[config.mk]
export PLATFORM = sky130hd
export DESIGN_NAME = kwm_scan
export DESIGN_NICKNAME = d
export VERILOG_FILES = /design/src/rtl/kwm_pkg.sv /design/src/rtl/kwm_scan.sv
export SDC_FILE = /design/constraint.sdc
export NUM_CORES = 1
export LEC_CHECK = 0
export ABC_AREA = 1
export BUFFER_PORTS_ARGS = -buffer_cell sky130_fd_sc_hd__buf_4
export CAP_MARGIN = 10
export CORE_UTILIZATION = 59
export CTS_CLUSTER_SIZE = 14
export DETAILED_ROUTE_END_ITERATION = 16
export PLACE_DENSITY = 0.86
export SLEW_MARGIN = 0
export SYNTH_ARGS = -nofsm -noshare
export SYNTH_HDL_FRONTEND = slang
export SYNTH_SLANG_ARGS = --single-unit
[constraint.sdc]
create_clock -name clk -period 9.1 [get_ports clk]
set_input_delay 0.455 -clock clk [delete_from_list [all_inputs] [get_ports clk]]
set_output_delay 0.455 -clock clk [all_outputs]
set_load 0.005 [all_outputs]
[src/rtl/kwm_pkg.sv]
// Shared constants, codes and the result record for the k-way run merge.
package kwm_pkg;

  localparam int KEY_W            = 32;
  localparam int NUM_WAYS_DEFAULT = 8;
  localparam int RUN_LEN_DEFAULT  = 256;

  localparam logic [KEY_W-1:0] SENTINEL_RESET = 32'h7F80_0000;

  localparam logic FUNC_LOAD = 1'b0;
  localparam logic FUNC_POP  = 1'b1;

  typedef struct packed {
    logic [KEY_W-1:0] key;
    logic [2:0]       source_way;
    logic             exhausted;
    logic             last;
  } kwm_result_t;

endpackage

[src/rtl/kwm_scan.sv]
// Pop sequencer: walks the way heads through one shared comparator.
module kwm_scan #(
  parameter int NUM_WAYS = 8,
  parameter int RUN_LEN  = 256,
  localparam int DEPTH   = NUM_WAYS * RUN_LEN,
  localparam int AW      = (DEPTH > 1) ? $clog2(DEPTH) : 1
) (
  input  logic                      clk,
  input  logic                      rst,
  input  logic                      start,
  input  logic                      func,
  input  logic [2:0]                way,
  input  logic [7:0]                position,
  input  logic [kwm_pkg::KEY_W-1:0] key_in,
  input  logic [kwm_pkg::KEY_W-1:0] sentinel,
  output logic                      busy,
  output logic                      wr_en,
  output logic [AW-1:0]             wr_addr,
  output logic [kwm_pkg::KEY_W-1:0] wr_data,
  output logic [AW-1:0]             rd_addr,
  input  logic [kwm_pkg::KEY_W-1:0] rd_data,
  output logic                      res_valid,
  output kwm_pkg::kwm_result_t      res
);
  import kwm_pkg::*;

  localparam int IW = $clog2(NUM_WAYS);
  localparam int PW = $clog2(RUN_LEN + 1);
  localparam int CW = $clog2(DEPTH + 1);

  localparam logic [AW-1:0] RUN_STEP  = AW'(RUN_LEN);
  localparam logic [PW-1:0] PTR_END   = PW'(RUN_LEN);
  localparam logic [CW-1:0] POP_FULL  = CW'(DEPTH);
  localparam logic [IW-1:0] WAY_LAST  = IW'(NUM_WAYS - 1);

  localparam logic [1:0] ST_IDLE   = 2'd0;
  localparam logic [1:0] ST_SCAN   = 2'd1;
  localparam logic [1:0] ST_DRAIN  = 2'd2;
  localparam logic [1:0] ST_FINISH = 2'd3;

  logic [1:0]       state;
  logic [IW-1:0]    idx;
  logic [AW-1:0]    base;
  logic [PW-1:0]    ptr [NUM_WAYS];
  logic [CW-1:0]    pop_count;
  logic             s1_valid;
  logic             s1_live;
  logic [IW-1:0]    s1_way;
  logic [PW-1:0]    s1_ptr;
  logic [KEY_W-1:0] best;
  logic [IW-1:0]    best_way;
  logic [PW-1:0]    best_ptr;
  logic             found;

  logic             accept;
  logic             load_hit;
  logic             pop_go;
  logic             in_range;
  logic [PW-1:0]    head_ptr;
  logic             head_live;
  logic             better;

  assign busy      = (state != ST_IDLE);
  assign accept    = start && !busy;
  assign load_hit  = accept && (func == FUNC_LOAD);
  assign pop_go    = accept && (func == FUNC_POP);
  assign in_range  = (32'(way) < 32'(NUM_WAYS)) && (32'(position) < 32'(RUN_LEN));

  assign wr_en   = load_hit && in_range;
  assign wr_addr = AW'(AW'(way) * RUN_STEP + AW'(position));
  assign wr_data = key_in;

  assign head_ptr  = ptr[idx];
  assign head_live = (head_ptr < PTR_END);
  assign rd_addr   = AW'(base + AW'(head_ptr));

  assign better = s1_valid && s1_live && (rd_data < best);

  always_ff @(posedge clk) begin
    if (rst) begin
      state     <= ST_IDLE;
      s1_valid  <= 1'b0;
      res_valid <= 1'b0;
      found     <= 1'b0;
      pop_count <= '0;
      for (int i = 0; i < NUM_WAYS; i++) begin
        ptr[i] <= '0;
      end
    end else begin
      res_valid <= (state == ST_FINISH);
      s1_valid  <= (state == ST_SCAN);

      unique case (state)
        ST_IDLE: begin
          if (pop_go) begin
            state <= ST_SCAN;
            idx   <= '0;
            base  <= '0;
            best  <= sentinel;
            found <= 1'b0;
          end
        end
        ST_SCAN: begin
          // issue one head read per cycle; compare lands in the next cycle
          s1_live  <= head_live;
          s1_way   <= idx;
          s1_ptr   <= head_ptr;
          base     <= AW'(base + RUN_STEP);
          idx      <= IW'(idx + IW'(1));
          if (idx == WAY_LAST) begin
            state <= ST_DRAIN;
          end
        end
        ST_DRAIN: begin
          state <= ST_FINISH;
        end
        ST_FINISH: begin
          state     <= ST_IDLE;
          if (found) begin
            res.key        <= best;
            res.source_way <= 3'(best_way);
            res.exhausted  <= 1'b0;
            res.last       <= ((pop_count + CW'(1)) == POP_FULL);
            ptr[best_way]  <= PW'(best_ptr + PW'(1));
            pop_count      <= CW'(pop_count + CW'(1));
          end else begin
            res.key        <= sentinel;
            res.source_way <= 3'd0;
            res.exhausted  <= 1'b1;
            res.last       <= 1'b0;
          end
        end
        default: begin
          state <= ST_IDLE;
        end
      endcase

      if (better) begin
        best     <= rd_data;
        best_way <= s1_way;
        best_ptr <= s1_ptr;
        found    <= 1'b1;
      end

      if (load_hit) begin
        pop_count <= '0;
        for (int i = 0; i < NUM_WAYS; i++) begin
          ptr[i] <= '0;
        end
      end
    end
  end

  a_res_after_finish: assert property (@(posedge clk) disable iff (rst)
    res_valid |-> $past(state == ST_FINISH))
    else $error("result strobe without a finished scan");

  a_exhausted_fields: assert property (@(posedge clk) disable iff (rst)
    (res_valid && res.exhausted) |-> (res.source_way == 3'd0 && !res.last))
    else $error("exhausted result carries a way or last flag");

  a_key_below_sentinel: assert property (@(posedge clk) disable iff (rst)
    (res_valid && !res.exhausted) |-> (res.key < sentinel))
    else $error("emitted key not below sentinel");

  a_idle_holds: assert property (@(posedge clk) disable iff (rst)
    (!busy && !(start && func == FUNC_POP)) |=> !busy)
    else $error("sequencer left idle without a pop request");

endmodule

==> run_results.csv <==
group,metric,value,unit
synthesis,synth.distinct_cells,35,
die,io_pins,205,
placed_design,portBuffers,118,
die,start_util,0.601,
routing,num_vias,6985,
synthesis,yosys_most_used_dff,"edfxtp_1",
synthesis,syn_nets,1105,
sta,hold_viol,0,
sta,tns,0,ns
setup_path,crit_fanout,37,
grt,grt_busiest_layer,"met2",
grt,grt_max_degree,52,
setup_path,worstPathRequired,8.65,ns
grt,overflow,0,
setup_path,critPathMaxStageDelay,1.04,ns
cts,cts_resized,0,
cts,h-tree-depth,4,
sta,rsz0062_at_grt,"false",
power,ir_drop,0.182,mV
cells_and_area,fillCellCount,1141,
synthesis,yosys_warnings,0,
setup_path,worst_path_max_delay_cell,"dfxtp_1",
setup_path,r2r-end,"best[10]",
routing,first_pass_iters,6,
power,leakagePower,4.60,nW
sta,fin_crit,4.10,ns
die,core_area,15800,sq um
routing,vias_per_cell,5.65,
cts,clock_path_buffers,2,
setup_path,reg2reg_setup_slack,6.08,ns
cells_and_area,nets,1162,
setup_path,crit_end,"rd_addr[10]",
sta,setup_viol,0,
placed_design,placedCellCount,1205,
placed_design,gp_congestion,0.855,
routing,final_antenna_net_count,0,
grt,grt_util_met2,0.472,
synthesis,syn_area,9510,sq um
grt,grt_antenna_before_repair,0,
die,dieArea,16600,sq um
worst_hold_path,worstHoldPathType,"input port to flip-flop",
sta,finalMaxSlewViolations,0,
routing,wl_per_cell,17.5,um
grt,grt_pass1_vias,6994,
synthesis,synth_edf_count,172,
cts,path_clk_slew,0.07,ns
sta,final_min_period_over_clock_period,0.450,
routing,totalWireLength,21700,um
sta,fin_skew,0.00968,ns
placed_design,hpwl,14500,um
cts,root_buffer,"clkbuf_16",
setup_path,r2r_start,"best[27]",
sta,fmax,0.244,GHz
setup_path,start_kind,"flip-flop",
cts,cts_setup_buffers,0,
setup_path,crit_type,"flip-flop to output pin",
synthesis,ys_seq_area_frac,0.585,
setup_path,worst-endpoint-arrival,3.64,ns
cells_and_area,drive_gt1_frac,0.167,
cts,postCtsHoldBufs,0,
cts,cts_tree,"done",
routing,drc,0,
cts,clkSinkCount,192,
job,maxCapViolCount,0,
grt,grtUsageMet1,0.334,
placed_design,dp_slack,5.52,ns
die,core.rowCount,46,
power,p_per_area,214,nW/um^2
cells_and_area,finish.instance_area,10700,sq um
sta,slew_headroom,0.276,
cells_and_area,n_antenna_cell,0,
cts,worstSkewPairLatency,0.44,ns
cells_and_area,final_cell_mix,"edfxtp_1 (172), nand2_1 (160), nor2_1 (156)",
cts,cts_made_buffers,17,
sta,worst_slack,5.00,ns
placed_design,placed_area,10200,sq um
synthesis,ys_ff_latch,192,
synthesis,synth.avg_cell_area,10.0,sq um
grt,grt.total_usage,0.279,
power,finalPower,2.29,mW
setup_path,path_cells,"inv_1 > o21ai_0 > o22ai_1 > nand2_1 > o21ai_0 > ha_1 > ha_1 > xor2_1 > buf_4",
cells_and_area,layout_commonest_cell,"edfxtp_1",
cells_and_area,area_growth,12.5,%
grt,use_met3,0.0728,
setup_path,r2r_cells,10,
setup_path,cp-end-kind,"output pin",
synthesis,syn_inst,951,
sta,max_slew.worst_pin.slew,1.08,ns
cells_and_area,layoutNonFillerInstCount,1237,
grt,grt_pass1_wl,34500,um
synthesis,ys_async_sr_fraction,0,
run_status,status,"completed",
routing,drtIter0Drc,847,
die,die_h,129,um
die,die_width,129,um
## worst max-delay path: cells and delay by family (launching register included)
kind,cells,cell delay [ns]
adders and majority gates,2,0.43
DFF,1,1.04
xor gates and xnor gates,1,0.14
and+or+nand+nor,1,0.06
AOI/OAI and AO/OA,3,0.65
buffers and inverters,2,0.85
## synth_stat cells (6+ instances only)
cell | count | share of area
xor2_1 | 10 | 0.0092
a31oi_1 | 8 | 0.0053
o21ai_0 | 80 | 0.042
clkbuf_1 | 17 | 0.0067
nand4_1 | 8 | 0.0053
nand2_1 | 160 | 0.063
edfxtp_1 | 172 | 0.54
buf_2 | 12 | 0.0063
buf_4 | 52 | 0.041
nand3_1 | 46 | 0.024
dfxtp_1 | 20 | 0.042
a21oi_1 | 26 | 0.014
ha_1 | 43 | 0.057
inv_1 | 84 | 0.033
nor2_1 | 157 | 0.062
xnor2_1 | 6 | 0.0055
o22ai_1 | 11 | 0.0072
## kinds of logic (layout without fill, tap and decap cells)
logic type | count (synthesis) | count (layout) | synth area share
muxes | 1 | 1 | 0.00118
adders and majority gates | 43 | 43 | 0.0566
DFF | 192 | 192 | 0.585
xor gates and xnor gates | 16 | 16 | 0.0147
buffers and inverters | 174 | 244 | 0.0931
AOI/OAI and AO/OA | 133 | 133 | 0.0741
and+or+nand+nor | 392 | 392 | 0.175
## layer usage
layer | wire (um) | vias up | share of wire
met5 | 0 | - | 0
met4 | 657 | 0 | 0.030
met3 | 1870 | 49 | 0.086
met2 | 10800 | 346 | 0.50
met1 | 8310 | 3312 | 0.38
li1 | - | 3278 | -
## registers in the layout, indices dropped and copies added (netlist names), named ones only
register,cells
s1_valid,1
s1_ptr,9
best_way,3
s1_way,3
base,3
res,37
state,2
best_ptr,9
ptr,72
best,32
pop_count,12
idx,3
found,1
res_valid,1
s1_live,1
## final cells by class
type	instances	area, sq um	area share
flip-flops and latches	192	5570	0.520
repair buffers	122	916	0.0855
well taps	216	270	0.0252
multi-input cells	585	3070	0.287
inverters	90	338	0.0316
clock inverters	13	115	0.0108
clock buffers	19	433	0.0404
## worst min-delay path by stage
stage | slack [ns] | endpoint | from | depth (start not counted)
3_3_place_gp | 0.40 | best_ptr[7] | s1_ptr[7] | 0
2_1_floorplan | 0.40 | best_ptr[0] | s1_ptr[0] | 0
6_report | 0.28 | s1_valid | rst | 2
5_1_grt | 0.28 | state[0] | rst | 2
3_5_place_dp | 0.41 | best_ptr[3] | s1_ptr[3] | 0
4_1_cts | 0.26 | s1_valid | rst | 2
## report_power, final
| group | switching, mW | internal [mW] | total, mW |
|---|---|---|---|
| sequential | 0.0510 | 1.08 | 1.13 |
| clock | 0.331 | 0.377 | 0.707 |
| combinational | 0.281 | 0.176 | 0.456 |
| total | 0.662 | 1.63 | 2.29 |
## stage by stage
step / hold slack (ns) / utilization
after detailed placement: 0.407 / 0.642
after global routing: 0.282 / 0.676
after floorplan: 0.400 / -
final: 0.280 / 0.676
after CTS: 0.263 / 0.676
after global placement: 0.401 / 0.642
Power figures use the tool's default switching activity.
